`src/msd_pkg.sv`:
```
// shared types, constants and the symbol table of the morse stream decoder
// no dependencies; used by the decoder top level and the bench
package msd_pkg;

  localparam int MAX_ELEMENTS_DEF = 10;
  localparam int TABLE_LEN_W      = 3;   // longest table entry has 7 elements
  localparam int TABLE_CODE_W     = 7;
  localparam int TABLE_MAX_LEN    = 7;
  localparam int OQ_DEPTH         = 4;

  localparam logic [7:0] CH_SPACE   = 8'h20;
  localparam logic [7:0] CH_TAB     = 8'h09;
  localparam logic [7:0] CH_NEWLINE = 8'h0A;
  localparam logic [7:0] CH_SLASH   = 8'h2F;
  localparam logic [7:0] CH_DOT     = 8'h2E;
  localparam logic [7:0] CH_DASH    = 8'h2D;
  localparam logic [7:0] CH_QUEST   = 8'h3F;

  typedef struct packed {
    logic [7:0] ch;
    logic       unknown;
    logic       last;
  } result_t;

  typedef struct packed {
    logic       found;
    logic [7:0] ch;
  } lookup_t;

  // dot = 0, dash = 1, earliest element in the msb of the used bits
  function automatic lookup_t sym_lookup(input logic [TABLE_LEN_W-1:0] len,
                                         input logic [TABLE_CODE_W-1:0] code);
    lookup_t r;
    r.found = 1'b1;
    case ({len, code})
      {3'd2, 7'd1}:  r.ch = "A";
      {3'd4, 7'd8}:  r.ch = "B";
      {3'd4, 7'd10}: r.ch = "C";
      {3'd3, 7'd4}:  r.ch = "D";
      {3'd1, 7'd0}:  r.ch = "E";
      {3'd4, 7'd2}:  r.ch = "F";
      {3'd3, 7'd6}:  r.ch = "G";
      {3'd4, 7'd0}:  r.ch = "H";
      {3'd2, 7'd0}:  r.ch = "I";
      {3'd4, 7'd7}:  r.ch = "J";
      {3'd3, 7'd5}:  r.ch = "K";
      {3'd4, 7'd4}:  r.ch = "L";
      {3'd2, 7'd3}:  r.ch = "M";
      {3'd2, 7'd2}:  r.ch = "N";
      {3'd3, 7'd7}:  r.ch = "O";
      {3'd4, 7'd6}:  r.ch = "P";
      {3'd4, 7'd13}: r.ch = "Q";
      {3'd3, 7'd2}:  r.ch = "R";
      {3'd3, 7'd0}:  r.ch = "S";
      {3'd1, 7'd1}:  r.ch = "T";
      {3'd3, 7'd1}:  r.ch = "U";
      {3'd4, 7'd1}:  r.ch = "V";
      {3'd3, 7'd3}:  r.ch = "W";
      {3'd4, 7'd9}:  r.ch = "X";
      {3'd4, 7'd11}: r.ch = "Y";
      {3'd4, 7'd12}: r.ch = "Z";
      {3'd5, 7'd31}: r.ch = "0";
      {3'd5, 7'd15}: r.ch = "1";
      {3'd5, 7'd7}:  r.ch = "2";
      {3'd5, 7'd3}:  r.ch = "3";
      {3'd5, 7'd1}:  r.ch = "4";
      {3'd5, 7'd0}:  r.ch = "5";
      {3'd5, 7'd16}: r.ch = "6";
      {3'd5, 7'd24}: r.ch = "7";
      {3'd5, 7'd28}: r.ch = "8";
      {3'd5, 7'd30}: r.ch = "9";
      {3'd6, 7'd21}: r.ch = ".";
      {3'd6, 7'd51}: r.ch = ",";
      {3'd6, 7'd12}: r.ch = "?";
      {3'd6, 7'd30}: r.ch = 8'h27;
      {3'd6, 7'd43}: r.ch = "!";
      {3'd5, 7'd18}: r.ch = "/";
      {3'd5, 7'd22}: r.ch = "(";
      {3'd6, 7'd45}: r.ch = ")";
      {3'd5, 7'd8}:  r.ch = "&";
      {3'd6, 7'd56}: r.ch = ":";
      {3'd6, 7'd42}: r.ch = ";";
      {3'd5, 7'd17}: r.ch = "=";
      {3'd5, 7'd10}: r.ch = "+";
      {3'd6, 7'd33}: r.ch = "-";
      {3'd6, 7'd13}: r.ch = "_";
      {3'd6, 7'd18}: r.ch = 8'h22;
      {3'd7, 7'd9}:  r.ch = "$";
      {3'd6, 7'd26}: r.ch = "@";
      default: begin
        r.found = 1'b0;
        r.ch    = CH_QUEST;
      end
    endcase
    return r;
  endfunction

endpackage

```
`src/msd_if.sv`:
```
// valid/ready channel interfaces for the morse stream decoder
// input channel carries kind and byte_in, output channel char_out, unknown, last
interface msd_in_if;
  logic       valid;
  logic       ready;
  logic       kind;
  logic [7:0] byte_in;

  modport source (output valid, output kind, output byte_in, input ready);
  modport sink   (input valid, input kind, input byte_in, output ready);
endinterface

interface msd_out_if;
  logic       valid;
  logic       ready;
  logic [7:0] char_out;
  logic       unknown;
  logic       last;

  modport source (output valid, output char_out, output unknown, output last, input ready);
  modport sink   (input valid, input char_out, input unknown, input last, output ready);
endinterface

```
`src/msd_ram.sv`:
```
// generic single-port-write, single-port-read ram with registered read data
// no dependencies; read returns the contents before a same-edge write
module msd_ram #(
  parameter int WIDTH = 8,
  parameter int DEPTH = 1
) (
  input  logic                                     clk,
  input  logic                                     we,
  input  logic [((DEPTH > 1) ? $clog2(DEPTH) : 1)-1:0] waddr,
  input  logic [WIDTH-1:0]                         wdata,
  input  logic [((DEPTH > 1) ? $clog2(DEPTH) : 1)-1:0] raddr,
  output logic [WIDTH-1:0]                         rdata
);

  logic [WIDTH-1:0] mem [DEPTH];

  always_ff @(posedge clk) begin
    if (we) begin
      mem[waddr] <= wdata;
    end
    rdata <= mem[raddr];
  end

endmodule

```
`src/morse_stream_decoder.sv`:
```
// morse stream decoder: an accepted item passes the input stage register, then the output queue, to its first result.
// one item per cycle while items give at most one result and the output queue has room; an item with a symbol and a
// separator gives two results, and the single result port then sets the pace.
// the pending symbol lives in a one-entry ram read every cycle, with a bypass of the last write.
// synchronous reset: pending symbol empty (ram entry marked not yet written), queue empty.
module morse_stream_decoder #(
  parameter int MAX_ELEMENTS = msd_pkg::MAX_ELEMENTS_DEF
) (
  input logic         clk,
  input logic         rst,
  msd_in_if.sink      din,
  msd_out_if.source   dout
);
  import msd_pkg::*;

  localparam int LEN_W   = $clog2(MAX_ELEMENTS + 1);
  localparam int STATE_W = MAX_ELEMENTS + LEN_W;
  localparam int OQ_AW   = $clog2(OQ_DEPTH);
  localparam int OQ_CW   = $clog2(OQ_DEPTH + 1);

  // input stage
  logic       s1_valid;
  logic       s1_kind;
  logic [7:0] s1_byte;
  logic       s1_fire;

  // state memory and bypass
  logic               ram_we;
  logic [STATE_W-1:0] ram_wdata;
  logic [STATE_W-1:0] ram_rdata;
  logic               state_vld;
  logic               fwd_we;
  logic [STATE_W-1:0] fwd_data;
  logic [STATE_W-1:0] cur_state;
  logic [MAX_ELEMENTS-1:0] cur_pat;
  logic [LEN_W-1:0]        cur_len;
  logic [MAX_ELEMENTS-1:0] pat_next;
  logic [LEN_W-1:0]        len_next;

  // decode
  logic    is_space, is_sep, is_elem, is_dash, do_flush, emit_sym, emit_sep;
  logic [7:0] sep_ch;
  lookup_t lk;
  logic    sym_short;
  logic [1:0] n_res;
  result_t res0, res1;

  // output queue
  result_t           oq [OQ_DEPTH];
  logic [OQ_AW-1:0]  head, tail;
  logic [OQ_CW-1:0]  count;
  logic [OQ_CW-1:0]  free_slots;
  logic              pop;

  msd_ram #(
    .WIDTH (STATE_W),
    .DEPTH (1)
  ) u_state_ram (
    .clk   (clk),
    .we    (ram_we),
    .waddr (1'b0),
    .wdata (ram_wdata),
    .raddr (1'b0),
    .rdata (ram_rdata)
  );

  // a write at the last edge is not yet in the read data
  always_comb begin
    if (fwd_we) begin
      cur_state = fwd_data;
    end else if (state_vld) begin
      cur_state = ram_rdata;
    end else begin
      cur_state = '0;
    end
  end
  assign cur_pat = cur_state[STATE_W-1:LEN_W];
  assign cur_len = cur_state[LEN_W-1:0];

  always_comb begin
    is_space = !s1_kind && (s1_byte == CH_SPACE || s1_byte == CH_TAB);
    is_sep   = !s1_kind && (s1_byte == CH_SLASH || s1_byte == CH_NEWLINE);
    is_dash  = !s1_kind && (s1_byte == CH_DASH);
    is_elem  = is_dash || (!s1_kind && (s1_byte == CH_DOT));
    do_flush = s1_kind || is_space || is_sep;
    emit_sym = do_flush && (cur_len != '0);
    emit_sep = s1_kind || is_sep;
    sep_ch   = (!s1_kind && s1_byte == CH_SLASH) ? CH_SPACE : CH_NEWLINE;
    n_res    = {1'b0, emit_sym} + {1'b0, emit_sep};

    sym_short = (cur_len <= LEN_W'(TABLE_MAX_LEN));
    lk = sym_lookup(cur_len[TABLE_LEN_W-1:0], cur_pat[TABLE_CODE_W-1:0]);
    if (!sym_short) begin
      lk.found = 1'b0;
      lk.ch    = CH_QUEST;
    end

    res1.ch      = sep_ch;
    res1.unknown = 1'b0;
    res1.last    = 1'b1;
    if (emit_sym) begin
      res0.ch      = lk.ch;
      res0.unknown = !lk.found;
      res0.last    = !emit_sep;
    end else begin
      res0 = res1;
    end

    pat_next = cur_pat;
    len_next = cur_len;
    if (do_flush) begin
      pat_next = '0;
      len_next = '0;
    end else if (is_elem) begin
      if (cur_len < LEN_W'(MAX_ELEMENTS)) begin
        pat_next = {cur_pat[MAX_ELEMENTS-2:0], is_dash};
        len_next = cur_len + LEN_W'(1);
      end else begin
        // overflow drops the symbol and this element
        pat_next = '0;
        len_next = '0;
      end
    end
  end

  assign free_slots = OQ_CW'(OQ_DEPTH) - count;
  assign s1_fire    = s1_valid && (OQ_CW'(n_res) <= free_slots);
  assign din.ready  = !s1_valid || s1_fire;
  assign ram_we     = s1_fire;
  assign ram_wdata  = {pat_next, len_next};

  assign pop          = dout.valid && dout.ready;
  assign dout.valid   = (count != '0);
  assign dout.char_out = oq[head].ch;
  assign dout.unknown  = oq[head].unknown;
  assign dout.last     = oq[head].last;

  always_ff @(posedge clk) begin
    if (rst) begin
      s1_valid  <= 1'b0;
      state_vld <= 1'b0;
      fwd_we    <= 1'b0;
      head      <= '0;
      tail      <= '0;
      count     <= '0;
    end else begin
      if (din.ready) begin
        s1_valid <= din.valid;
      end
      fwd_we <= ram_we;
      if (ram_we) begin
        state_vld <= 1'b1;
      end
      if (pop) begin
        head <= head + OQ_AW'(1);
      end
      if (s1_fire) begin
        tail <= tail + OQ_AW'(n_res);
      end
      count <= count + (s1_fire ? OQ_CW'(n_res) : '0) - OQ_CW'(pop);
    end
    if (din.ready && din.valid) begin
      s1_kind <= din.kind;
      s1_byte <= din.byte_in;
    end
    fwd_data <= ram_wdata;
    if (s1_fire && n_res != 2'd0) begin
      oq[tail] <= res0;
    end
    if (s1_fire && n_res == 2'd2) begin
      oq[tail + OQ_AW'(1)] <= res1;
    end
  end

  // queue never overfills and never underflows
  assert property (@(posedge clk) disable iff (rst)
    count <= OQ_CW'(OQ_DEPTH))
    else $error("output queue count out of range");

  // pending symbol length stays within the element limit
  assert property (@(posedge clk) disable iff (rst)
    s1_valid |-> cur_len <= LEN_W'(MAX_ELEMENTS))
    else $error("pending symbol length beyond limit");

  // a stalled item keeps its payload
  assert property (@(posedge clk) disable iff (rst)
    s1_valid && !s1_fire |=> s1_valid && $stable(s1_byte) && $stable(s1_kind))
    else $error("stalled item changed");

  // an item giving no result into an empty queue leaves no result visible
  assert property (@(posedge clk) disable iff (rst)
    s1_fire && n_res == 2'd0 && count == '0 |=> !dout.valid)
    else $error("result appeared from an item with no result");

endmodule

```
`src/flat_wrapper.sv`:
```
// flat-port wrapper written by rule: the top's interface ports become plain ports
module morse_stream_decoder_flat import msd_pkg::*;
#(
  parameter int MAX_ELEMENTS = msd_pkg::MAX_ELEMENTS_DEF
)
  (clk, rst, din_valid, din_kind, din_byte_in, din_ready, dout_valid, dout_char_out, dout_unknown, dout_last, dout_ready);
  msd_in_if din_i ();
  msd_out_if dout_i ();
  input logic clk;
  input logic rst;
  input wire logic [$bits(din_i.valid)-1:0] din_valid;
  input wire logic [$bits(din_i.kind)-1:0] din_kind;
  input wire logic [$bits(din_i.byte_in)-1:0] din_byte_in;
  output wire logic [$bits(din_i.ready)-1:0] din_ready;
  output wire logic [$bits(dout_i.valid)-1:0] dout_valid;
  output wire logic [$bits(dout_i.char_out)-1:0] dout_char_out;
  output wire logic [$bits(dout_i.unknown)-1:0] dout_unknown;
  output wire logic [$bits(dout_i.last)-1:0] dout_last;
  input wire logic [$bits(dout_i.ready)-1:0] dout_ready;
  assign din_i.valid = din_valid;
  assign din_i.kind = din_kind;
  assign din_i.byte_in = din_byte_in;
  assign din_ready = din_i.ready;
  assign dout_valid = dout_i.valid;
  assign dout_char_out = dout_i.char_out;
  assign dout_unknown = dout_i.unknown;
  assign dout_last = dout_i.last;
  assign dout_i.ready = dout_ready;
  morse_stream_decoder #(.MAX_ELEMENTS(MAX_ELEMENTS)) u_core (.clk(clk), .rst(rst), .din(din_i), .dout(dout_i));
endmodule
```
`config.mk`:
```
export PLATFORM = sky130hd
export DESIGN_NAME = morse_stream_decoder_flat
export DESIGN_NICKNAME = d
export VERILOG_FILES = /design/src/msd_pkg.sv /design/src/msd_if.sv /design/src/msd_ram.sv /design/src/morse_stream_decoder.sv /design/src/flat_wrapper.sv
export SDC_FILE = /design/constraint.sdc
export NUM_CORES = 1
export LEC_CHECK = 0
export BUFFER_PORTS_ARGS = -buffer_cell sky130_fd_sc_hd__buf_2
export CAP_MARGIN = 5
export CELL_PAD_IN_SITES_DETAIL_PLACEMENT = 1
export CELL_PAD_IN_SITES_GLOBAL_PLACEMENT = 1
export CORE_ASPECT_RATIO = 1.4
export CORE_MARGIN = 1.5
export CORE_UTILIZATION = 52
export DETAILED_ROUTE_END_ITERATION = 6
export PLACE_DENSITY_LB_ADDON = 0.3
export RECOVER_POWER = 25
export SYNTH_ARGS = -nofsm -noshare
export SYNTH_HDL_FRONTEND = slang
export SYNTH_SLANG_ARGS = --single-unit
```
`constraint.sdc`:
```
create_clock -name clk -period 9.1 [get_ports clk]
set_input_delay 0.91 -clock clk [delete_from_list [all_inputs] [get_ports clk]]
set_output_delay 0.91 -clock clk [all_outputs]
set_load 0.05 [all_outputs]
```
=== Word level (Yosys, flattened, before mapping) ===
Memory sizes are Yosys's and may differ from the RTL's. A register that Yosys moved wholly into a read port is not among the register bits.
Cells that the tools add are included.

* Memories kept: 2
* Word-level logic and storage cells: 131
* Register bits after elaboration: 33
* RAM bits: 54

{| class="wikitable"
|+ Memories
! name !! words !! bits a word !! rd ports !! clocked after memory_dff !! wr ports !! RTL line !! RTL
|-
| u_core.oq || 4 || 10 || 1 || 1 || 2 || morse_stream_decoder.sv:49 || <nowiki>result_t oq [OQ_DEPTH];</nowiki>
|-
| u_core.u_state_ram.mem || 1 || 14 || 1 || 1 || 1 || msd_ram.sv:15 || <nowiki>logic [WIDTH-1:0] mem [DEPTH];</nowiki>
|}

* Mux-type cells: 22
* Reductions and logical operators: 26
* Equal/unequal tests: 61
* Magnitude comparators: 3
* $add $sub $neg: 8

{| class="wikitable"
|+ Operators by type and width
! kind !! count
|-
| $eq 10x10->1 const B || 40
|-
| $pmux 7 s53 || 1
|-
| $eq 10x9->1 const B || 12
|-
| $reduce_or 54->1 || 1
|-
| $mux 10 || 4
|-
| $eq 8x6->1 const B || 4
|-
| $mux 14 || 2
|-
| $eq 10x8->1 const B || 2
|-
| $eq 8x4->1 const B || 2
|-
| $mux 4 || 3
|-
| $logic_and 1x1->1 || 11
|-
| $mux 9 || 1
|-
| $logic_or 1x1->1 || 7
|-
| $mux 1 || 7
|-
| $mux 2 || 3
|-
| $mux 6 || 1
|-
| $add 2x1->2 const B || 2
|-
| $add 4x1->4 const B || 1
|-
| $le 4x3->1 const B || 1
|-
| $logic_not 1->1 || 4
|-
| $lt 4x4->1 const B || 1
|-
| $reduce_bool 4->1 || 1
|-
| $add 3x3->3 || 1
|-
| $le 2x3->1 || 1
|-
| other kinds (7) || 7
|}

=== Longest topological paths before layout ===
Gate-level depths: netlist (run 1).

* Depth in word-level cells: 12
* Gate-level depth with buffers: 23
* Mapped depth without buffers: 19

=== Cells and area by module ===
A second synthesis (run 1) with hierarchy kept.

* Cell total of the unflattened synthesis: 588
* Area total of the unflattened synthesis: 5555.3 um^2

{| class="wikitable"
|+ Modules (own cells, without submodules)
! module !! cells an instance !! seq. area each (um^2) !! times used !! area an instance (um^2)
|-
| morse_stream_decoder || 560 || 1631.6 || 1 || 4854.7
|-
| msd_ram || 28 || 700.7 || 1 || 700.7
|}

=== Worst setup path after synthesis (run 1) ===
No wires, ideal clock.

* Kind: register to register
* Start point: reg u_core.s1_byte[0]
* End point: reg u_core.count[2]
* Clock period less this slack: 4.196 ns
* Data arrival time: 4.069 ns
* Setup slack: 4.904 ns
* Required time: 8.972 ns
* Stages on the path, launching flop included: 18
* Setup time: 0.128 ns
* Cells stage by stage: edfxtp_1 > clkbuf_1 > or3b_1 > a2111oi_0 > a311o_2 > o21a_2 > ha_1 > ha_1 > nor2b_1 > o211ai_1 > nand2_1 > inv_1 > nand2_1 > ha_1 > fa_1 > xnor2_1 > xnor2_1 > nor2_1

* Cells in the longest elaborated chain, start to end: 12
* Elaborated cells on any way between the ends: 18

{| class="wikitable"
|+ Ends and longest elaborated chain
! element !! RTL line !! RTL
|-
| from (decl) || morse_stream_decoder.sv:24 || <nowiki>logic [7:0] s1_byte;</nowiki>
|-
| from (signal assigned) || morse_stream_decoder.sv:164 || <nowiki>s1_byte <= din.byte_in;</nowiki>
|-
| $eq 8x6->1 or $eq 8x4->1 (tied branches) || morse_stream_decoder.sv:81 || <nowiki>is_space = !s1_kind && (s1_byte == CH_SPACE || s1_byte == CH_TAB);</nowiki>
|-
| $logic_or 1x1->1 || morse_stream_decoder.sv:81 ||
|-
| $logic_and 1x1->1 || morse_stream_decoder.sv:81 ||
|-
| $logic_or 1x1->1 (2 in series) || morse_stream_decoder.sv:85 || <nowiki>do_flush = s1_kind || is_space || is_sep;</nowiki>
|-
| $logic_and 1x1->1 || morse_stream_decoder.sv:86 || <nowiki>emit_sym = do_flush && (cur_len != '0);</nowiki>
|-
| $add 1x1->2 * || morse_stream_decoder.sv:89 || <nowiki>n_res = {1'b0, emit_sym} + {1'b0, emit_sep};</nowiki>
|-
| $le 2x3->1 * || morse_stream_decoder.sv:127 || <nowiki>assign s1_fire = s1_valid && (OQ_CW'(n_res) <= free_slots);</nowiki>
|-
| $logic_and 1x1->1 * || morse_stream_decoder.sv:127 ||
|-
| via u_core.ram_we || morse_stream_decoder.sv:28 || <nowiki>logic ram_we;</nowiki>
|-
| $mux 2 * || morse_stream_decoder.sv:160 || <nowiki>count <= count + (s1_fire ? OQ_CW'(n_res) : '0) - OQ_CW'(pop);</nowiki>
|-
| $add 3x3->3 * || morse_stream_decoder.sv:160 ||
|-
| $sub 3x1->3 * || morse_stream_decoder.sv:160 ||
|-
| to (signal assigned) || morse_stream_decoder.sv:160 ||
|-
| to (decl) || morse_stream_decoder.sv:51 || <nowiki>logic [OQ_CW-1:0] count;</nowiki>
|}

The timed path passes the listed nets; every way through them passes the cells marked *.
A chain may end at the register's enable or synchronous reset.

==> reports/metrics.yaml, run 1 <==
slew_headroom_pct: 30.6
critPathKind: "reg -> reg"
area_growth_pct: 8.87
reg2regPathDepth: 16
path_buf_inv: 3
drt_pass1_iterations: 5
ys_types: 80
ir_drop_mv: 0.208
cts_tree: "built"
p_switching_mw: 0.603
min_path_cells: 0
coreArea_um2: 9850
num_vias: 4897
slowest_delay_ps: 830
cts.sinks: 90
critPathTopFamily: "simple AND/OR/NAND/NOR gates"
r2r-end: "u_core.oq[2][5]$_DFFE_PP_"
initial_utilization_pct: 53.3
dieArea_um2: 10700
power.leakage_nw: 2.06
wirelength_um: 17600
path_clk_slew_ps: 60
hpwl_um: 13200
status: "completed"
slew_violations: 0
die_x_um: 87.9
min_to: "u_core.u_state_ram.rdata[10]$_DFF_P_"
swShare_pct: 39.8
grt_first_pass_wirelength_um: 27800
synth_ff_type: "dfxtp_1"
grt_max_degree: 59
yosys-top-cells-count: "nand2_1, nor2_1, dfxtp_1, edfxtp_1, a21oi_1"
cts_max_level: 3
viasPerCell: 6.78
worst_slew_pin_slew_ps: 1040
r2r_start: "u_core.state_vld$_SDFFE_PP0N_"
comb_power_share_pct: 37.0
finalClockSkew_ps: 11.3
critPathArrivalTime_ps: 5390
syn_area_per_cell_um2: 9.24
synth_seq_cells: 90
antenna_found_initial: 0
yosysMostFrequentCell: "nand2_1"
min_from: "u_core.u_state_ram.mem[0][10]$_DFFE_PN_"
crit_cells: 16
cts.path.max_buffers: 2
synth.largest_area_cell: "dfxtp_1"
route.antenna.remaining_nets: 0
worstSkewPairLatency_ps: 350
cts_hold_buffers: 0
required_ps: 9140
postPlaceCellArea_um2: 5410
root_buffer: "clkbuf_16"
cap_violations: 0
rrSetupSlack_ps: 3750
tns_ps: 0
syn_inst: 568
holdWs_ps: 340
io_pins: 25
rows: 43
ys_top_cells_by_area: "dfxtp_1, edfxtp_1, nand2_1"
max_freq_mhz: 187
utilization_pct: 58.0
startpoint_type: "flop"
grt_pass1_vias: 5046
place.gp.congestion: 1.01
hold_class: "reg -> reg"
cp_max_fo: 25
design_area_um2: 5710
p_seq_share_pct: 38.3
cts_resized: 0
yosysSeqAreaShare_pct: 40.4
p_per_area_nw_per_um2: 265
grt-ovfl-total: 0
post-cts-setup-buffers: 0
fp.dieH_um: 122
drive_above_1_share_pct: 12.4
drt-initial-drc-count: 381
rsz0062_at_grt: "no"
cts_buffers: 9
grt_use_total_pct: 35.3
startpoint: "u_core.state_vld$_SDFFE_PP0N_"
clkPwrFrac_pct: 24.7
finalCritPeriodShare_pct: 58.8
crit_top_cell: "nand2_1"
finalSetupViolCount: 0
netlist.area_leader.share_pct: 22.1
nNetsFinal: 609
finalHoldViolCount: 0
ys_async_sr_fraction_pct: 0
syn_area_um2: 5250
end_kind: "flop"
yosysWarnings: 0
synth_edf_count: 32
wl_per_cell_um: 24.4
min_period_ps: 5350
worstPathCellList: "nand2_1 -> o21ai_0 -> inv_1 -> ha_1 -> nand2_1 -> o21a_2 -> ha_1 -> ha_1 -> nor2b_1 -> o211ai_1 -> nand2_1 -> inv_1 -> nand2_1 -> nor3_1 -> nor2_1 -> inv_1"
n_antenna_cell: 0
drc: 0
portBuffers: 23
cellInternalPower_mw: 0.912
syn_nets: 595
crit_slowest_cell: "dfxtp_1"
[sequential cells by signal, summed over array words and instances, names as in the netlist, named ones only]
| name | cells |
|---|---|
| u_core.state_vld | 1 |
| u_core.s1_byte | 8 |
| u_core.head | 2 |
| u_core.u_state_ram.mem | 11 |
| u_core.u_state_ram.rdata | 11 |
| u_core.fwd_data | 11 |
| u_core.tail | 2 |
| u_core.s1_valid | 1 |
| u_core.count | 3 |
| u_core.s1_kind | 1 |
| u_core.fwd_we | 1 |
| u_core.oq | 36 |
[layout make-up]
type,instances,area [µm²]
fill,1155,4130
clock buffer,14,287
sequential,90,2120
multi-input combinational,436,2910
timing repair buffer,25,128
clock inverter,2,17.5
tap,135,169
inverter,20,75.1
[per-layer routing]
layer	up-vias	GRT usage [%]	part of all wire (%)
met5	-	0	0
met4	0	23.7	6.5
met3	79	5.83	5.3
met2	223	60.9	52
met1	2409	38.9	37
li1	2186	-	-
[logic make-up (layout without fill, tap and decap cells)]
group | after synthesis | after routing | synth area share (%)
AND/OR/NAND/NOR | 235 | 235 | 23.8
AO/OA/AOI/OAI | 169 | 169 | 23.0
flip-flops | 90 | 90 | 40.4
buffers and inverters | 42 | 61 | 4.01
adder cells (fa/ha/maj) | 14 | 14 | 3.48
multiplexers | 9 | 9 | 3.86
XOR/XNOR | 8 | 8 | 1.34
other | 1 | 1 | 0.0715
[how the worst max path moves through the flow]
stage / end / slack, ps
3_5_place_dp: u_core.count[2]$_SDFF_PP0_ / 4050
6_report: u_core.oq[2][5]$_DFFE_PP_ / 3750
2_1_floorplan: u_core.count[2]$_SDFF_PP0_ / 4900
4_1_cts: u_core.oq[2][5]$_DFFE_PP_ / 3890
3_3_place_gp: u_core.count[2]$_SDFF_PP0_ / 4350
5_1_grt: u_core.oq[2][5]$_DFFE_PP_ / 3450
[placed cells by master (no fill, tap or decap), types with 8 or more instances in the layout]
| cell type | n |
|---|---|
| a21oi_1 | 30 |
| a22oi_1 | 11 |
| buf_2 | 21 |
| clkbuf_16 | 11 |
| dfxtp_1 | 58 |
| edfxtp_1 | 32 |
| ha_1 | 13 |
| inv_1 | 19 |
| mux4_2 | 9 |
| nand2_1 | 76 |
| nand3_1 | 16 |
| nand3b_1 | 8 |
| nor2_1 | 60 |
| nor3_1 | 8 |
| o211ai_1 | 8 |
| o21ai_0 | 23 |
| o21ai_1 | 12 |
| o22ai_1 | 8 |
| o31ai_1 | 9 |
[power by group through the flow]
stage               Clock (mW)  Sequential (mW)  Combinational (mW)
floorplan                    0            0.545               0.442
global placement             0            0.579               0.525
detailed placement           0            0.585               0.548
CTS                      0.377            0.578               0.555
global route             0.393            0.590               0.603
finish                   0.374            0.580               0.561
[stage by stage]
step	power [mW]	cells	setup WS, ps
after floorplan	0.987	568	4900
after global placement	1.10	706	4350
after detailed placement	1.13	706	4050
after CTS	1.51	722	3890
after global routing	1.59	722	3450
final	1.51	722	3750
[worst register-to-register path: cells and delay by family (launching register included)]
family                     cells  cell delay, ps
DFF                            1             830
adders and majority gates      3             770
AOI/OAI and AO/OA              3             770
and+or+nand+nor                7            1700
buffers and inverters          3             990
(Power assumes the default switching activity.)
==> run 2: changes to the inputs <==
Settings changed: ABC_AREA from default to 1, CORE_UTILIZATION 52 to 41.
Clock period 9.1 ns to 4.6 ns, I/O delays scaled along.
==> run 2 against run 1 <==
Against the previous run:
- clock power grew 95%
- non-clock buffer count grew 8
- die area grew 22%
- critical endpoint is now u_core.oq[1][8]$_SDFFE_PP0P_
- sequential cell count is the same
- sequential share of layout area grew 0.27 points
- core utilization shrank 11 points
- sequential power grew 91%
==> reports/metrics.yaml, run 2 <==
status: "completed"
cts_max_level: 3  # unchanged
pre_cts_ws_ps: 167  # -3880 ps
hpwl_um: 13200  # +0.18%
final_common_cell: "nand2_1"
finalSetupViolCount: 0  # unchanged
dieArea_um2: 13100  # +22%
crit_slowest_cell: "edfxtp_1"
ys_async_sr_fraction_pct: 0  # unchanged
grt_use_total_pct: 25.1  # -10 points
synth.largest_area_cell: "dfxtp_1"
tns_ps: 0  # unchanged
end_kind: "flop"
synth_ff_type: "dfxtp_1"
cts_tree: "built"
cap_violations: 0  # unchanged
p_per_area_nw_per_um2: 529  # +100%
grt_pass1_vias: 5085  # +0.77%
cts_buffers: 9  # unchanged
drive_above_1_share_pct: 12.4  # -0.071 points
worst_slew_pin_slew_ps: 867  # -173 ps
required_ps: 4840  # -4300 ps
n_antenna_cell: 0  # unchanged
largest_register_ffs: 36  # unchanged
startpoint_type: "flop"
viasPerCell: 5.43  # -20%
yosysSeqAreaShare_pct: 41.8  # +1.3 points
postPlaceCellArea_um2: 5360  # -0.95%
syn_nets: 734  # +23%
yosysWarnings: 0  # unchanged
critPathArrivalTime_ps: 4290  # -1100 ps
fp.dieH_um: 135  # +11%
drt_pass1_iterations: 4  # -1
hold_class: "in -> reg"
ir_drop_mv: 0.254  # +22%
min_period_ps: 4060  # -1300 ps
grt_max_degree: 20  # -66%
portBuffers: 23  # unchanged
slew_headroom_pct: 42.0  # +11 points
worstPathCellList: "nand3_1 -> inv_1 -> nand2_1 -> nand2_1 -> nor2_1 -> nand2_1 -> nand2_1 -> clkinvlp_4 -> ha_1 -> ha_1 -> inv_1 -> nor2_1 -> o211ai_1 -> nand2_1 -> nor2_1 -> inv_1 -> nor3_1 -> buf_4 -> inv_1 -> nand2_1 -> inv_1 -> nand2_1 -> o21ai_1"
layout_common_cells: "nand2_1, nor2_1, inv_1, nand3_1, dfxtp_1"
finalHoldViolCount: 0  # unchanged
path_clk_slew_ps: 70  # about the same
place.gp.congestion: 0.932  # -7.4%
wirelength_um: 16100  # -8.6%
utilization_pct: 47.5  # -11 points
coreArea_um2: 11900  # +21%
initial_utilization_pct: 42.5  # -11 points
cts.sinks: 90  # unchanged
grt-ovfl-total: 0  # unchanged
critPathKind: "reg -> reg"
ys_top_cells_by_area: "dfxtp_1, edfxtp_1, nand2_1"
regMostFlops: "u_core.oq"
drc: 0  # unchanged
num_vias: 4834  # -1.3%
synth_edf_count: 32  # unchanged
syn_inst: 707  # +24%
root_buffer: "clkbuf_16"
syn_area_um2: 5080  # -3.2%
synth_seq_cells: 90  # unchanged
power.leakage_nw: 2.73  # +32%
slowest_delay_ps: 410  # -420 ps
grt_first_pass_wirelength_um: 25800  # -6.9%
die_x_um: 97.1  # +10%
area_growth_pct: 11.7
critPathTopFamily: "simple AND/OR/NAND/NOR gates"
route.antenna.remaining_nets: 0  # unchanged
max_freq_mhz: 247  # +32%
rsz0062_at_grt: "no"
yosys-top-cells-count: "nand2_1, nor2_1, inv_1, nand3_1, dfxtp_1"
finalClockSkew_ps: 7.98  # -3.34 ps
finalCritPeriodShare_pct: 88.2  # +29 points
fin_ws_ps: 544  # -3200 ps
rows: 47  # +9.3%
io_pins: 25  # unchanged
netlist.area_leader.share_pct: 22.9  # +0.73 points
cts.path.max_buffers: 2  # unchanged
nNetsFinal: 766  # +26%
antenna_found_initial: 0  # unchanged
crit_top_cell: "nand2_1"
cp_max_fo: 8  # -68%
cts_hold_buffers: 0  # unchanged
yosysMostFrequentCell: "nand2_1"
design_area_um2: 5670  # -0.72%
wl_per_cell_um: 18.1  # -26%
drt-initial-drc-count: 187  # -51%
syn_area_per_cell_um2: 7.18  # -22%
slew_violations: 0  # unchanged
ys_types: 40  # -50%
worstSkewPairLatency_ps: 350  # about the same
path_buf_inv: 7  # +4
run 2: per-stage QoR:
stage / power [mW] / std cells / hold slack (ps)
3_5_place_dp: 2.28 / 873 / 329
3_3_place_gp: 2.22 / 873 / 324
4_1_cts: 3.01 / 889 / 272
5_1_grt: 3.18 / 891 / 270
6_report: 3.00 / 891 / 284
2_1_floorplan: 1.96 / 707 / 323
run 2: kinds of logic (layout without fill, tap and decap cells):
family          Yosys count  count (layout)  share of synthesized area (%)
xor+xnor                  4               4                          0.690
simple gates            423             423                           36.5
compound gates           87              87                           10.2
buf+inv                  88             125                           7.17
other cells               1               1                         0.0738
flops                    90              90                           41.8
fa+ha+maj                14              14                           3.60
run 2: worst paths after layout:
check,from,endpoint,slack (ps),depth (start not counted)
hold / removal,din_byte_in[4],u_core.s1_byte[4]$_DFFE_PP_,280,1
setup / recovery,u_core.s1_byte[5]$_DFFE_PP_,u_core.oq[1][8]$_SDFFE_PP0P_,540,23
setup reg to reg,u_core.s1_byte[5]$_DFFE_PP_,u_core.oq[1][8]$_SDFFE_PP0P_,540,23
hold reg to reg,u_core.u_state_ram.mem[0][10]$_DFFE_PN_,u_core.u_state_ram.rdata[10]$_DFF_P_,340,0
run 2: power breakdown:
group / total, mW / switching (mW) / internal (mW)
Clock: 0.729 / 0.348 / 0.381
Combinational: 1.17 / 0.839 / 0.327
Sequential: 1.11 / 0.104 / 1.00
run 2: repair_timing:
action | 4_1_cts | 5_1_grt
gates resized for setup | 0 | 2
setup buffers | 0 | 2
endpoints found under the setup margin | 0 | 38
run 2: layout make-up:
type,count,area [µm²]
clock buffers,9,225
well taps,147,184
flip-flops and latches,90,2120
multi-input cells,529,2600
fillers,1553,6270
inverters,76,289
repair buffers,33,185
clock inverters,7,68.8
run 2: routing by layer:
| layer | part of all wire [%] | vias to the layer above | track usage [%] |
|---|---|---|---|
| li1 | - | 2389 | - |
| met1 | 39 | 2325 | 26.3 |
| met2 | 55 | 82 | 49.0 |
| met3 | 2.2 | 38 | 3.67 |
| met4 | 4.2 | 0 | 11.5 |
| met5 | 0 | - | 0 |
==> run 3: changes to the inputs <==
Settings changed: RECOVER_POWER 25 to default.
==> run 3 against run 2 <==
Against the previous run:
- via count grew 0.46%
- first-iteration DRC count grew 4.8%
- hold slack lost 4.2 ps
- worst setup slack gained 27 ps
- clock-buffer cell count is the same
- non-clock buffer count is the same
- clock power is essentially flat
- core utilization grew 0.063 points
- largest cell class unchanged
==> reports/metrics.yaml, run 3 (synthesis gave the netlist of run 2 again) <==
status: "completed"
final_common_cell: "nand2_1"
rows: 47  # unchanged
finalSetupViolCount: 0  # unchanged
drive_above_1_share_pct: 12.9  # +0.54 points
viasPerCell: 5.45  # +0.46%
cts_max_level: 3  # unchanged
finalHoldViolCount: 0  # unchanged
route.antenna.remaining_nets: 0  # unchanged
max_freq_mhz: 248  # +0.68%
num_vias: 4856  # +0.46%
slew_violations: 0  # unchanged
startpoint_type: "flop"
critPathKind: "reg -> reg"
cp_max_fo: 8  # unchanged
min_path_cells: 1  # unchanged
min_from: "din_byte_in[4]"
power.leakage_nw: 2.73  # +0.20%
reg2regPathDepth: 23  # unchanged
clkPwrFrac_pct: 24.3  # about the same
drt_pass1_iterations: 4  # unchanged
required_ps: 4840  # about the same
comb_power_share_pct: 38.9  # about the same
r2r_start: "u_core.s1_byte[5]$_DFFE_PP_"
path_clk_slew_ps: 70  # about the same
critPathArrivalTime_ps: 4270  # -20 ps
hold_class: "in -> reg"
finalCritPeriodShare_pct: 87.6  # -0.59 points
p_per_area_nw_per_um2: 530  # +0.11%
worstSkewPairLatency_ps: 350  # about the same
ir_drop_mv: 0.254  # about the same
n_antenna_cell: 0  # unchanged
r2r-end: "u_core.oq[1][8]$_SDFFE_PP0P_"
root_buffer: "clkbuf_16"
portBuffers: 23  # unchanged
p_seq_share_pct: 36.8  # about the same
worst_slew_pin_slew_ps: 861  # -5.98 ps
layout_common_cells: "nand2_1, nor2_1, inv_1, nand3_1, dfxtp_1"
grt-ovfl-total: 0  # unchanged
cts.path.max_buffers: 2  # unchanged
rsz0062_at_grt: "no"
rrSetupSlack_ps: 570  # +30 ps
hpwl_um: 13200  # unchanged
fp.dieH_um: 135  # unchanged
initial_utilization_pct: 42.5  # unchanged
fillers: 1552  # -0.064%
holdWs_ps: 280  # -4.16 ps
tns_ps: 0  # unchanged
cts_buffers: 9  # unchanged
cap_violations: 0  # unchanged
io_pins: 25  # unchanged
slew_headroom_pct: 42.4  # +0.40 points
antenna_found_initial: 0  # unchanged
cts.sinks: 90  # unchanged
regMostFlops: "u_core.oq"
dieArea_um2: 13100  # unchanged
min_period_ps: 4030  # -27.2 ps
end_kind: "flop"
wirelength_um: 16100  # +0.18%
largest_register_ffs: 36  # unchanged
drc: 0  # unchanged
grt_pass1_vias: 5085  # unchanged
place.gp.congestion: 0.932  # unchanged
p_switching_mw: 1.29  # +0.26%
cts_tree: "built"
drt-initial-drc-count: 196  # +4.8%
grt_max_degree: 20  # unchanged
min_to: "u_core.s1_byte[4]$_DFFE_PP_"
cellInternalPower_mw: 1.71  # +0.24%
coreArea_um2: 11900  # unchanged
nNetsFinal: 766  # unchanged
die_x_um: 97.1  # unchanged
wl_per_cell_um: 18.1  # +0.18%
area_growth_pct: 11.8
finalClockSkew_ps: 8.01  # +0.0309 ps
grt_first_pass_wirelength_um: 25800  # unchanged
grt_use_total_pct: 25.1  # unchanged
swShare_pct: 43.0  # about the same
run 3: through the flow:
step           setup slack [ps]  total power, mW  std cells  util [%]  area (µm²)
5_1_grt                     127             3.19        891      47.6        5680
2_1_floorplan               609             1.96        707         -        5080
3_5_place_dp                167             2.28        873      44.9        5360
3_3_place_gp                432             2.22        873      44.9        5360
4_1_cts                     124             3.01        889      47.4        5650
6_report                    571             3.01        891      47.6        5680
run 3: worst max-delay path, stage by stage (launching register included):
cell	delay (ps)
edfxtp_1	410
nand3_1	130
inv_1	60
nand2_1	80
nand2_1	60
nor2_1	230
nand2_1	250
nand2_1	230
clkinvlp_4	150
ha_1	240
ha_1	320
inv_1	60
nor2_1	50
o211ai_1	160
nand2_1	200
nor2_1	170
inv_1	110
nor3_1	220
buf_4	220
inv_1	80
nand2_1	190
inv_1	150
nand2_1	90
o21ai_1	60
run 3: final cells by class:
| cell class | instances | area, µm² | share of cell area (%) |
|---|---|---|---|
| tap | 147 | 184 | 3.24 |
| clock inverter | 7 | 68.8 | 1.21 |
| sequential | 90 | 2120 | 37.4 |
| clock buffer | 9 | 225 | 3.97 |
| timing repair buffer | 33 | 190 | 3.35 |
| multi-input combinational | 529 | 2600 | 45.8 |
| inverter | 76 | 289 | 5.09 |
run 3: power by group through the flow:
| stage | Combinational [mW] | Clock, mW | Sequential (mW) |
|---|---|---|---|
| floorplan | 0.893 | 0 | 1.07 |
| global placement | 1.11 | 0 | 1.11 |
| detailed placement | 1.16 | 0 | 1.12 |
| CTS | 1.17 | 0.741 | 1.11 |
| global route | 1.30 | 0.763 | 1.13 |
| finish | 1.17 | 0.731 | 1.11 |
run 3: how the worst max path moves through the flow:
stage / start / to / cells past startpoint
global route: u_core.s1_byte[5]$_DFFE_PP_ / u_core.oq[2][8]$_SDFFE_PP0P_ / 23
floorplan: u_core.fwd_we$_SDFF_PP0_ / u_core.count[2]$_SDFF_PP0_ / 22
global placement: u_core.s1_byte[5]$_DFFE_PP_ / u_core.count[2]$_SDFF_PP0_ / 21
detailed placement: u_core.s1_byte[5]$_DFFE_PP_ / u_core.oq[1][6]$_SDFFE_PP0P_ / 23
finish: u_core.s1_byte[5]$_DFFE_PP_ / u_core.oq[1][8]$_SDFFE_PP0P_ / 23
CTS: u_core.s1_byte[5]$_DFFE_PP_ / u_core.oq[0][8]$_SDFFE_PP0P_ / 23
run 3: metal layers:
metal  global-route usage (%)  routed length, µm
met1                     26.3               6280
met2                     49.0               8830
met3                     3.67                360
met4                     11.5                674
met5                        0                  0
run 3: timing repair:
item,4_1_cts,5_1_grt
endpoints found under the setup margin,0,38
gates resized for setup,0,2
endpoints found under the hold margin,0,0
hold buffers,0,0
setup buffers,0,2
